==> config.mk <==
export PLATFORM = sky130hd
export DESIGN_NAME = v3alu_front
export DESIGN_NICKNAME = d
export VERILOG_FILES = /design/src/rtl/assert_macros.svh /design/src/rtl/v3alu_pkg.sv /design/src/rtl/v3alu_front.sv
export SDC_FILE = /design/constraint.sdc
export NUM_CORES = 1
export LEC_CHECK = 0
export ABC_AREA = 1
export BUFFER_PORTS_ARGS = -buffer_cell sky130_fd_sc_hd__buf_4
export CAP_MARGIN = 20
export CELL_PAD_IN_SITES_DETAIL_PLACEMENT = 0
export CELL_PAD_IN_SITES_GLOBAL_PLACEMENT = 2
export CORE_MARGIN = 3
export CORE_UTILIZATION = 36
export CTS_CLUSTER_SIZE = 20
export DETAILED_ROUTE_END_ITERATION = 10
export HOLD_SLACK_MARGIN = 0.05
export PLACE_DENSITY_LB_ADDON = 0.12
export SETUP_SLACK_MARGIN = 0.3
export SYNTH_ARGS = -nofsm -noshare
export SYNTH_HDL_FRONTEND = slang
export SYNTH_SLANG_ARGS = --single-unit
==> constraint.sdc <==
create_clock -name clk_i -period 10.8 [get_ports clk_i]
set_clock_uncertainty 0.1 [all_clocks]
set_input_delay 2.7 -clock clk_i [delete_from_list [all_inputs] [get_ports clk_i]]
set_output_delay 2.7 -clock clk_i [all_outputs]
set_load 0.1 [all_outputs]
==> src/rtl/assert_macros.svh <==
// Assertion helpers for the RTL (included by v3alu_back).
`ifndef ASSERT_MACROS_SVH
`define ASSERT_MACROS_SVH

// Check a property at every rising clock edge outside reset.
`define V3_ASSERT(label, clk, rst_n, prop, msg) \
  label: assert property (@(posedge clk) disable iff (!(rst_n)) (prop)) else $error(msg);

// Check that a condition leads to another one in the next cycle.
`define V3_ASSERT_NEXT(label, clk, rst_n, ante, cons, msg) \
  label: assert property (@(posedge clk) disable iff (!(rst_n)) (ante) |=> (cons)) \
    else $error(msg);

`endif

==> src/rtl/v3alu_pkg.sv <==
package v3alu_pkg;

  localparam int unsigned FRAC_BITS_DEF   = 16;
  localparam int unsigned QUEUE_DEPTH_DEF = 4;

  typedef logic signed [31:0] fix_t;

  typedef enum logic [2:0] {
    OP_ADD   = 3'd0,
    OP_SUB   = 3'd1,
    OP_SCALE = 3'd2,
    OP_DOT   = 3'd3,
    OP_CROSS = 3'd4,
    OP_MAG   = 3'd5,
    OP_NORM  = 3'd6,
    OP_NONE  = 3'd7
  } op_e;

  typedef struct packed {
    op_e            op;
    fix_t [2:0]     a;
    fix_t [2:0]     b;
    fix_t           s;
  } req_t;

  typedef struct packed {
    logic           norm;
    logic [63:0]    sq;
    fix_t [2:0]     a;
  } root_req_t;

  typedef struct packed {
    fix_t [2:0]     r;
    fix_t           sc;
    logic           status;
    logic           ovf;
  } res_t;

  typedef struct packed {
    fix_t           v;
    logic           ovf;
  } sat_t;

  localparam logic signed [65:0] FIX_MAX = 66'sd2147483647;
  localparam logic signed [65:0] FIX_MIN = -66'sd2147483648;

  // Clip a wide value to the Q range and flag it.
  function automatic sat_t sat66(input logic signed [65:0] v);
    sat_t o;
    if (v > FIX_MAX) begin
      o.v   = 32'sh7FFFFFFF;
      o.ovf = 1'b1;
    end else if (v < FIX_MIN) begin
      o.v   = 32'sh80000000;
      o.ovf = 1'b1;
    end else begin
      o.v   = v[31:0];
      o.ovf = 1'b0;
    end
    return o;
  endfunction

endpackage

==> src/rtl/v3alu_front.sv <==
module v3alu_front #(
  parameter int unsigned Depth = 4
) (
  input  logic                clk_i,
  input  logic                rst_ni,
  input  logic                start_i,
  input  logic [2:0]          kind_i,
  input  v3alu_pkg::fix_t     a_x_i,
  input  v3alu_pkg::fix_t     a_y_i,
  input  v3alu_pkg::fix_t     a_z_i,
  input  v3alu_pkg::fix_t     b_x_i,
  input  v3alu_pkg::fix_t     b_y_i,
  input  v3alu_pkg::fix_t     b_z_i,
  input  v3alu_pkg::fix_t     scale_factor_i,
  output logic                busy_o,
  output logic                req_valid_o,
  output v3alu_pkg::req_t     req_o,
  input  logic                pop_i
);
  import v3alu_pkg::*;

  localparam int unsigned PtrW = (Depth > 1) ? $clog2(Depth) : 1;
  localparam int unsigned CntW = $clog2(Depth + 1);

  req_t            mem_q [Depth];
  logic [PtrW-1:0] wr_ptr_q, wr_ptr_d, rd_ptr_q, rd_ptr_d;
  logic [CntW-1:0] cnt_q, cnt_d;
  logic            push;
  op_e             op;
  req_t            entry;

  // decode the operation code; every 3-bit value names an operation
  assign op = op_e'(kind_i);

  assign entry.op = op;
  assign entry.a  = {a_z_i, a_y_i, a_x_i};
  assign entry.b  = {b_z_i, b_y_i, b_x_i};
  assign entry.s  = scale_factor_i;

  assign busy_o      = (cnt_q == CntW'(Depth));
  assign push        = start_i && !busy_o;
  assign req_valid_o = (cnt_q != '0);
  assign req_o       = mem_q[rd_ptr_q];

  always_comb begin
    wr_ptr_d = wr_ptr_q;
    rd_ptr_d = rd_ptr_q;
    cnt_d    = cnt_q;
    if (push) begin
      wr_ptr_d = (wr_ptr_q == PtrW'(Depth - 1)) ? '0 : wr_ptr_q + 1'b1;
    end
    if (pop_i) begin
      rd_ptr_d = (rd_ptr_q == PtrW'(Depth - 1)) ? '0 : rd_ptr_q + 1'b1;
    end
    if (push && !pop_i) begin
      cnt_d = cnt_q + 1'b1;
    end else if (pop_i && !push) begin
      cnt_d = cnt_q - 1'b1;
    end
  end

  always_ff @(posedge clk_i or negedge rst_ni) begin
    if (!rst_ni) begin
      wr_ptr_q <= '0;
      rd_ptr_q <= '0;
      cnt_q    <= '0;
    end else begin
      wr_ptr_q <= wr_ptr_d;
      rd_ptr_q <= rd_ptr_d;
      cnt_q    <= cnt_d;
    end
  end

  always_ff @(posedge clk_i) begin
    if (push) begin
      mem_q[wr_ptr_q] <= entry;
    end
  end

endmodule

### Word level (Yosys, flattened, before mapping)

Memory sizes are Yosys's and may differ from the RTL's.
Cells that the tools add are included.

| word-level totals | value |
|---|---|
| register bits after elaboration | 7 |
| memories | 1 |
| output and inout bits | 229 |
| bits of input ports | 231 |
| bits in writable memories | 908 |

Memories:

| memory | words | width | read ports | clocked after Yosys merged registers in | wr ports | line | text |
|---|---|---|---|---|---|---|---|
| mem_q | 4 | 227 | 1 | 0 | 1 | v3alu_front.sv:25 | `req_t mem_q [Depth];` |

| cells by class | value |
|---|---|
| add/sub/neg operators | 4 |
| equality and inequality tests | 3 |
| reduce and logical (&&, ||, !) cells | 8 |
| multiplexer cells | 6 |

Operators by type and width:

| operator | count |
|---|---|
| 3-bit 2-to-1 mux | 2 |
| 2-bit by 1-bit adder with 2-bit output (second input constant) | 2 |
| 2-bit equality test (second input constant) | 2 |
| 2-bit 2-to-1 mux | 2 |
| 3-bit by 1-bit adder with 3-bit output (second input constant) | 1 |
| 3-bit equality test (second input constant) | 1 |
| 1-bit logical AND | 3 |
| 1-bit zero test | 3 |
| 3-bit nonzero test | 1 |
| 3-bit by 1-bit subtractor with 3-bit output (second input constant) | 1 |
| 1-bit 2-to-1 mux | 2 |
| 2-bit nonzero test | 1 |

### Longest topological paths before layout

Gate-level depths: netlist (run 1).

| depth | value |
|---|---|
| word-level depth | 7 |
| mapped depth | 12 |

### Least setup slack after synthesis (run 1)

No wires, ideal clock.

| path | value |
|---|---|
| path kind | input to register |
| from | input start_i |
| to | memory mem_q[0][0] (netlist bit), enable pin |
| arrival time | 12.248 ns |
| data required time | 9.880 ns |
| setup slack | -2.368 ns |
| setup time | 0.820 ns |
| stages | 2 |
| buffers on the path | 0 |
| cell sequence | nand2_1 nor2_1 |

| between the ends | value |
|---|---|
| word-level cells in the longest chain between the ends | 3 |

Ends and longest elaborated chain:

| element | line | text |
|---|---|---|
| start: declaration | v3alu_front.sv:6 | `input logic start_i,` |
| 1-bit logical AND | v3alu_front.sv:41 | `assign push = start_i && !busy_o;` |
| 1-bit 2-to-1 mux | v3alu_front.sv:75 | `if (push) begin` |
| 1-bit 2-to-1 mux (implied by the code) | v3alu_front.sv:76 | `mem_q[wr_ptr_q] <= entry;` |
| end: declaration | v3alu_front.sv:25 |  |

Every way passes these cells.

==> reports/qor.json, run 1 <==
{
  "hold-path-cell-count": {"value": 2},
  "final_slew_viol_count": {"value": 0},
  "finish.net_count": {"value": 3384},
  "grt_setup_unrepaired": {"value": "false"},
  "fp.dieArea": {"value": 0.104, "unit": "mm²"},
  "pre_cts_slack": {"value": 4.52, "unit": "ns"},
  "crit-reg2reg-capture": {"value": "mem_q[0][149]"},
  "flow.area_growth_from_synthesis": {"value": 21.8, "unit": "%"},
  "clock_sinks": {"value": 915},
  "syn_nets": {"value": 2944},
  "fin_crit": {"value": 6.86, "unit": "ns"},
  "worst_slack": {"value": 3.94, "unit": "ns"},
  "grt.overflow.total": {"value": 0},
  "initial_standard_cell_utilization_of_the_core": {"value": 0.365},
  "dp_hpwl": {"value": 53800, "unit": "µm"},
  "relSlewSlack": {"value": 0.321},
  "main_combinational_cell_family_by_area_after_synthesis": {"value": "compound AO/OA/AOI/OAI gates"},
  "place.gp.congestion": {"value": 0.752},
  "post_drt_wl_per_cell": {"value": 19.9, "unit": "µm"},
  "setup_viols_final": {"value": 0},
  "core.rowCount": {"value": 115},
  "initialDrtViolationCount": {"value": 1181},
  "worstSkewPairLatency": {"value": 0.66, "unit": "ns"},
  "cap_viol_max_count": {"value": 0},
  "die_height": {"value": 323, "unit": "µm"},
  "synth-seq-area-share": {"value": 0.761},
  "die_width": {"value": 323, "unit": "µm"},
  "post-cts-setup-buffers": {"value": 0},
  "hold_path_end": {"value": "cnt_q[2]"},
  "grt_pass1_vias": {"value": 21100},
  "antenna_violations_before_repair": {"value": 20},
  "grt_max_degree": {"value": 246},
  "min_path_type": {"value": "reg2reg"},
  "synth-simple-area-share": {"value": 0.0736},
  "run_status": {"value": "complete, no violations"},
  "synth-adder-area-share": {"value": 0.00264},
  "min_from": {"value": "cnt_q[2]"},
  "drive_gt1_frac": {"value": 0.195},
  "postCtsHoldBufs": {"value": 0},
  "htree_levels": {"value": 3},
  "synthesis.area": {"value": 0.0361, "unit": "mm²"},
  "synth-compound-area-share": {"value": 0.0949},
  "post_drt_via_cell_ratio": {"value": 4.68},
  "path_class": {"value": "reg2out"},
  "crit_required": {"value": 8.00, "unit": "ns"},
  "synthXorXnorAreaFrac": {"value": 0.000243},
  "mostFrequentLayoutCell": {"value": "edfxtp_1"},
  "worst-r2r-setup-slack": {"value": 7.25, "unit": "ns"},
  "reg2reg_from": {"value": "cnt_q[0]"},
  "cts_tree": {"value": "yes"},
  "grt_pass1_wl": {"value": 132000, "unit": "µm"},
  "detail-route-antenna-nets": {"value": 0},
  "postSynthAreaPerCell": {"value": 13.3, "unit": "µm²"},
  "ys_warn_count": {"value": 0},
  "fmax": {"value": 146, "unit": "MHz"},
  "cp-end-kind": {"value": "output pin"},
  "clock_tree_root_buffer_cell": {"value": "clkbuf_16"},
  "route.detailed.drc": {"value": 0},
  "tritoncts_buffers": {"value": 101},
  "transition_time_at_the_pin_with_the_least_slew_margin": {"value": 1.02, "unit": "ns"},
  "final_hold_viol_count": {"value": 0},
  "synthMuxAreaShare": {"value": 0},
  "placement.io_buffers": {"value": 459},
  "total_wirelength_of_the_detailed_routed_design": {"value": 90000, "unit": "µm"},
  "ys_ff_latch": {"value": 915},
  "detail_route.first_pass.iterations": {"value": 4},
  "cts_resized": {"value": 0},
  "syn_inst": {"value": 2706},
  "final_min_period_over_clock_period": {"value": 0.636},
  "io-pin-count": {"value": 460},
  "worst_setup_path_start_kind": {"value": "register"},
  "critPathArrivalTime": {"value": 4.06, "unit": "ns"},
  "worst-path-max-fanout": {"value": 62},
  "dr_total_vias": {"value": 21200},
  "cts.reportedPaths.clkPinSlew": {"value": 0.05, "unit": "ns"},
  "fp.coreArea": {"value": 0.0989, "unit": "mm²"},
  "most_used_cells_in_the_layout_excluding_fill_and_tap_cells": {"value": "edfxtp_1, nand2_1, buf_4"},
  "post_synth_num_cell_types": {"value": 17},
  "grtUsageTotal": {"value": 0.171},
  "clk_path_buf_depth": {"value": 3},
  "worst-r2r-cell-count": {"value": 6}
}
cell usage after synthesis:
library cell,number,area (µm²)
inv_2,1,3.75
buf_6,1,11.3
edfxtp_1,908,27300
nand2_1,693,2600
dfrtp_1,7,175
nand4_1,1,6.26
fa_1,1,20.0
buf_2,87,435
ha_1,6,75.1
nor2_1,6,22.5
xnor2_1,1,8.76
nand3_1,5,25.0
inv_1,470,1760
o211ai_1,454,3410
buf_1,14,52.6
o21ai_0,3,15.0
clkbuf_1,48,180
cell type report:
cell class | instances | area, µm²
tap | 1287 | 1610
timing repair buffer | 487 | 3720
clock buffer | 132 | 2670
sequential | 915 | 27400
clock inverter | 54 | 477
inverter | 471 | 1780
fill | 8912 | 54900
antenna | 13 | 32.5
multi-input combinational | 1170 | 6210
worst max-delay path: stages, from the launching register on:
cell	delay (ns)
dfrtp_4	1.04
buf_4	0.77
buf_4	0.81
o211ai_1	0.19
nand2_1	0.15
buf_4	0.31
routing by layer:
metal,vias up,track usage,routed length [µm]
met5,-,0,65
met4,10,0.0498,2160
met3,139,0.0558,6190
met2,402,0.294,44600
met1,10200,0.205,37000
li1,10400,-,-
metrics by stage:
| stage | instances | hold WS, ns | cell area (µm²) | TNS, ns | utilization |
|---|---|---|---|---|---|
| 2_1_floorplan | 2706 | 0.363 | 36100 | -2150.02 | - |
| 3_3_place_gp | 4330 | 0.379 | 40800 | 0 | 0.412 |
| 3_5_place_dp | 4330 | 0.395 | 40800 | 0 | 0.412 |
| 4_1_cts | 4516 | 0.409 | 43900 | 0 | 0.444 |
| 5_1_grt | 4521 | 0.460 | 43900 | 0 | 0.444 |
| 6_report | 4529 | 0.405 | 43900 | 0 | 0.445 |
worst max path at each step:
stage           startpoint     endpoint  slack, ns
6_report       rd_ptr_q[1]    req_o[51]       3.94
3_3_place_gp   rd_ptr_q[1]    req_o[51]       4.48
3_5_place_dp   rd_ptr_q[1]    req_o[51]       4.52
4_1_cts        rd_ptr_q[1]    req_o[51]       3.77
2_1_floorplan      start_i  mem_q[0][0]      -2.37
5_1_grt        rd_ptr_q[1]    req_o[71]       3.65
flip-flops by register name, indices dropped and copies added (netlist names):
name and count:
rd_ptr_q 2, mem_q 908, wr_ptr_q 2, cnt_q 3
cell families (layout without fill, tap and decap cells):
group | after synthesis | after routing
buffers and inverters | 621 | 1144
and+or+nand+nor | 705 | 705
DFF | 915 | 915
AOI/OAI and AO/OA | 457 | 457
xor gates and xnor gates | 1 | 1
adders and majority gates | 7 | 7
other | 0 | 13
Power of run 1 is not shown: default switching activity piles up to over one toggle a cycle in this logic, so the estimate is an artifact.
==> inputs of run 2 (changes only) <==
--- a/config.mk
+++ b/config.mk
@@ -5,13 +5,13 @@
 export SDC_FILE = /design/constraint.sdc
 export NUM_CORES = 1
 export LEC_CHECK = 0
-export ABC_AREA = 1
+export ABC_AREA = 0
 export BUFFER_PORTS_ARGS = -buffer_cell sky130_fd_sc_hd__buf_4
 export CAP_MARGIN = 20
 export CELL_PAD_IN_SITES_DETAIL_PLACEMENT = 0
 export CELL_PAD_IN_SITES_GLOBAL_PLACEMENT = 2
 export CORE_MARGIN = 3
-export CORE_UTILIZATION = 36
+export CORE_UTILIZATION = 45
 export CTS_CLUSTER_SIZE = 20
 export DETAILED_ROUTE_END_ITERATION = 10
 export HOLD_SLACK_MARGIN = 0.05
==> constraint.sdc (replaced) <==
create_clock -name clk_i -period 6.4 [get_ports clk_i]
set_clock_uncertainty 0.1 [all_clocks]
set_input_delay 1.6 -clock clk_i [delete_from_list [all_inputs] [get_ports clk_i]]
set_output_delay 1.6 -clock clk_i [all_outputs]
set_load 0.1 [all_outputs]
==> reports/qor.json, run 2 <==
{
  "htree_levels": {"value": 3, "change": "unchanged"},
  "layout_top_registers": {"value": "mem_q x908, cnt_q x3", "change": "unchanged"},
  "fillers": {"value": 5556, "change": "was 8912"},
  "total_wirelength_of_the_detailed_routed_design": {"value": 70100, "unit": "µm", "change": "was 90000 µm"},
  "grt_setup_unrepaired": {"value": "false", "change": "unchanged"},
  "run_status": {"value": "complete, no violations", "change": "unchanged"},
  "largest_reg_flops": {"value": 908, "change": "unchanged"},
  "postCtsHoldBufs": {"value": 0, "change": "unchanged"},
  "setup_viols_final": {"value": 0, "change": "unchanged"},
  "worst-r2r-cell-count": {"value": 4, "change": "was 6"},
  "tritoncts_buffers": {"value": 93, "change": "was 101"},
  "post_synth_top_area_share": {"value": 0.816, "change": "was 0.756"},
  "placement.io_buffers": {"value": 459, "change": "unchanged"},
  "post_synth_num_cell_types": {"value": 19, "change": "was 17"},
  "flow.area_growth_from_synthesis": {"value": 21.7, "unit": "%", "change": "was 21.8%"},
  "fp.dieArea": {"value": 0.0776, "unit": "mm²", "change": "was 0.104 mm²"},
  "grtUsageTotal": {"value": 0.181, "change": "was 0.171"},
  "cp_slowest_stage_delay": {"value": 0.81, "unit": "ns", "change": "was 1.04 ns"},
  "cap_viol_max_count": {"value": 0, "change": "unchanged"},
  "postSynthAreaPerCell": {"value": 27.3, "unit": "µm²", "change": "was 13.3 µm²"},
  "synth_top_cell_by_area": {"value": "edfxtp_1", "change": "unchanged"},
  "route.detailed.drc": {"value": 0, "change": "unchanged"},
  "grt_pass1_wl": {"value": 103000, "unit": "µm", "change": "was 132000 µm"},
  "min_path_type": {"value": "reg2reg", "change": "unchanged"},
  "synth-compound-area-share": {"value": 0, "change": "was 0.0949"},
  "hold_path_end": {"value": "cnt_q[2]", "change": "unchanged"},
  "post-cts-setup-buffers": {"value": 0, "change": "unchanged"},
  "layout.area.seq": {"value": 0.0274, "unit": "mm²", "change": "about the same"},
  "synth_ff_type": {"value": "edfxtp_1", "change": "unchanged"},
  "synth-adder-area-share": {"value": 0.00285, "change": "was 0.00264"},
  "synth-async-reset-ratio": {"value": 0.00765, "change": "unchanged"},
  "ys_ff_latch": {"value": 915, "change": "unchanged"},
  "detail_route.first_pass.iterations": {"value": 5, "change": "was 4"},
  "path_class": {"value": "reg2out", "change": "unchanged"},
  "clock_sinks": {"value": 915, "change": "unchanged"},
  "post_synth_edffs": {"value": 908, "change": "unchanged"},
  "min_from": {"value": "cnt_q[2]", "change": "unchanged"},
  "critPathArrivalTime": {"value": 2.89, "unit": "ns", "change": "was 4.06 ns"},
  "initialDrtViolationCount": {"value": 975, "change": "was 1181"},
  "fin_crit": {"value": 4.59, "unit": "ns"},
  "place.gp.congestion": {"value": 0.734, "change": "was 0.752"},
  "transition_time_at_the_pin_with_the_least_slew_margin": {"value": 1.05, "unit": "ns", "change": "was 1.02 ns"},
  "multiInputGateArea": {"value": 0.00536, "unit": "mm²", "change": "was 0.00621 mm²"},
  "io-pin-count": {"value": 460, "change": "unchanged"},
  "ys_warn_count": {"value": 0, "change": "unchanged"},
  "worst-r2r-setup-slack": {"value": 3.52, "unit": "ns", "change": "was 7.25 ns"},
  "synth.area.top_cells": {"value": "edfxtp_1, mux4_2, buf_12", "change": "was edfxtp_1, o211ai_1, nand2_1"},
  "top_register": {"value": "mem_q", "change": "unchanged"},
  "grt_pass1_vias": {"value": 15600, "change": "was 21.1k"},
  "post_drt_via_cell_ratio": {"value": 5.26, "change": "was 4.68"},
  "fmax": {"value": 218, "unit": "MHz"},
  "grt.overflow.total": {"value": 0, "change": "unchanged"},
  "reg2reg_from": {"value": "cnt_q[2]", "change": "was cnt_q[0]"},
  "final_slew_viol_count": {"value": 0, "change": "unchanged"},
  "core.rowCount": {"value": 99, "change": "was 115"},
  "crit_required": {"value": 4.70, "unit": "ns", "change": "was 8.00 ns"},
  "clk_path_buf_depth": {"value": 3, "change": "unchanged"},
  "final_min_period_over_clock_period": {"value": 0.717},
  "mostFrequentLayoutCell": {"value": "edfxtp_1", "change": "unchanged"},
  "hold-path-cell-count": {"value": 1, "change": "was 2"},
  "most_used_cells_in_the_layout_excluding_fill_and_tap_cells": {"value": "edfxtp_1, buf_4, mux4_2", "change": "was edfxtp_1, nand2_1, buf_4"},
  "synthesis.area": {"value": 0.0334, "unit": "mm²", "change": "was 0.0361 mm²"},
  "main_combinational_cell_family_by_area_after_synthesis": {"value": "multiplexers", "change": "was compound AO/OA/AOI/OAI gates"},
  "clock_tree_root_buffer_cell": {"value": "clkbuf_16", "change": "unchanged"},
  "synth-simple-area-share": {"value": 0.00169, "change": "was 0.0736"},
  "fp.coreArea": {"value": 0.0732, "unit": "mm²", "change": "was 0.0989 mm²"},
  "worstPathCellList": {"value": "buf_4 > mux4_2 > buf_4", "change": "was buf_4 > buf_4 > o211ai_1 > nand2_1 > buf_4"},
  "drive_gt1_frac": {"value": 0.461, "change": "was 0.195"},
  "synthXorXnorAreaFrac": {"value": 0.000786, "change": "was 0.000243"},
  "yosysMostFrequentCell": {"value": "edfxtp_1", "change": "unchanged"},
  "die_width": {"value": 278, "unit": "µm", "change": "was 323 µm"},
  "crit_top_cell": {"value": "buf_4", "change": "unchanged"},
  "worst-path-max-fanout": {"value": 29, "change": "was 62"},
  "die_height": {"value": 278, "unit": "µm", "change": "was 323 µm"},
  "cts_resized": {"value": 0, "change": "unchanged"},
  "top_post_synthesis_cells_by_count": {"value": "edfxtp_1, mux4_2, buf_2", "change": "was edfxtp_1, nand2_1, inv_1"},
  "final_hold_viol_count": {"value": 0, "change": "unchanged"},
  "initial_standard_cell_utilization_of_the_core": {"value": 0.456, "change": "was 0.365"},
  "worst_setup_path_start_kind": {"value": "register", "change": "unchanged"},
  "crit-reg2reg-capture": {"value": "mem_q[2][121]", "change": "was mem_q[0][149]"},
  "cts.reportedPaths.clkPinSlew": {"value": 0.06, "unit": "ns", "change": "was 0.05 ns"},
  "synthMuxAreaShare": {"value": 0.155, "change": "was 0"},
  "detail-route-antenna-nets": {"value": 0, "change": "unchanged"},
  "cts_tree": {"value": "yes", "change": "unchanged"},
  "synth-seq-area-share": {"value": 0.821, "change": "was 0.761"},
  "post_drt_wl_per_cell": {"value": 25.1, "unit": "µm", "change": "was 19.9 µm"},
  "antenna_violations_before_repair": {"value": 9, "change": "was 20"},
  "finish.net_count": {"value": 1989, "change": "was 3384"},
  "relSlewSlack": {"value": 0.297, "change": "was 0.321"},
  "critical_path.slowest_cell": {"value": "dfrtp_4", "change": "unchanged"},
  "syn_nets": {"value": 1461, "change": "was 2944"},
  "cp-end-kind": {"value": "output pin", "change": "unchanged"},
  "syn_inst": {"value": 1223, "change": "was 2706"},
  "dr_total_vias": {"value": 14700, "change": "was 21.2k"},
  "dp_hpwl": {"value": 42900, "unit": "µm", "change": "was 53800 µm"},
  "totalNegativeSetupSlack": {"value": 0, "unit": "ns", "change": "unchanged"},
  "worstSkewPairLatency": {"value": 0.61, "unit": "ns", "change": "was 0.66 ns"},
  "grt_max_degree": {"value": 84, "change": "was 246"}
}
[run 2: critical path: cells and delay by family, from the launching register on]
family / cells / cell delay [ns]
flops: 1 / 0.81
buf+inv: 2 / 0.84
mux: 1 / 0.59
[run 2: worst max-delay path by stage]
stage | from | endpoint | slack (ns) | cells after the start
final | rd_ptr_q[0] | req_o[53] | 1.81 | 3
after floorplan | start_i | mem_q[0][0] | 1.10 | 3
after detailed placement | rd_ptr_q[0] | req_o[216] | 2.32 | 3
after CTS | rd_ptr_q[0] | req_o[216] | 1.65 | 3
after global routing | rd_ptr_q[0] | req_o[56] | 1.58 | 3
after global placement | rd_ptr_q[0] | req_o[50] | 2.35 | 3
[run 2: metal layers]
| metal | wire [µm] | part of all wire | global-route usage |
|---|---|---|---|
| met1 | 27800 | 0.40 | 0.235 |
| met2 | 35300 | 0.50 | 0.295 |
| met3 | 5280 | 0.075 | 0.0572 |
| met4 | 1760 | 0.025 | 0.0595 |
| met5 | 34 | 0.00048 | 0 |
[run 2: final cells by class]
class                      count  area share
inverter                       4    0.000369
tap                          959      0.0295
antenna                        7    0.000431
clock buffer                 119      0.0602
multi-input combinational    252       0.132
timing repair buffer         485      0.0942
clock inverter                50     0.00825
sequential                   915       0.675
[run 2: cell families (layout without fill, tap and decap cells)]
kind of cell	count (synthesis)	in the layout
XOR/XNOR	3	3
adder cells (fa/ha/maj)	7	7
buffers and inverters	56	658
flip-flops	915	915
multiplexers	232	232
other	0	7
AND/OR/NAND/NOR	10	10
[run 2: through the flow]
step	instances	setup WS, ns	util	cell area (µm²)	hold WS (ns)
CTS	2784	1.65	0.555	40600	0.387
global placement	2615	2.35	0.517	37800	0.366
floorplan	1223	1.10	-	33400	0.347
detailed placement	2615	2.32	0.517	37800	0.375
global route	2787	1.58	0.555	40600	0.417
finish	2791	1.81	0.555	40600	0.382
Power of run 2 is left out for the same reason.
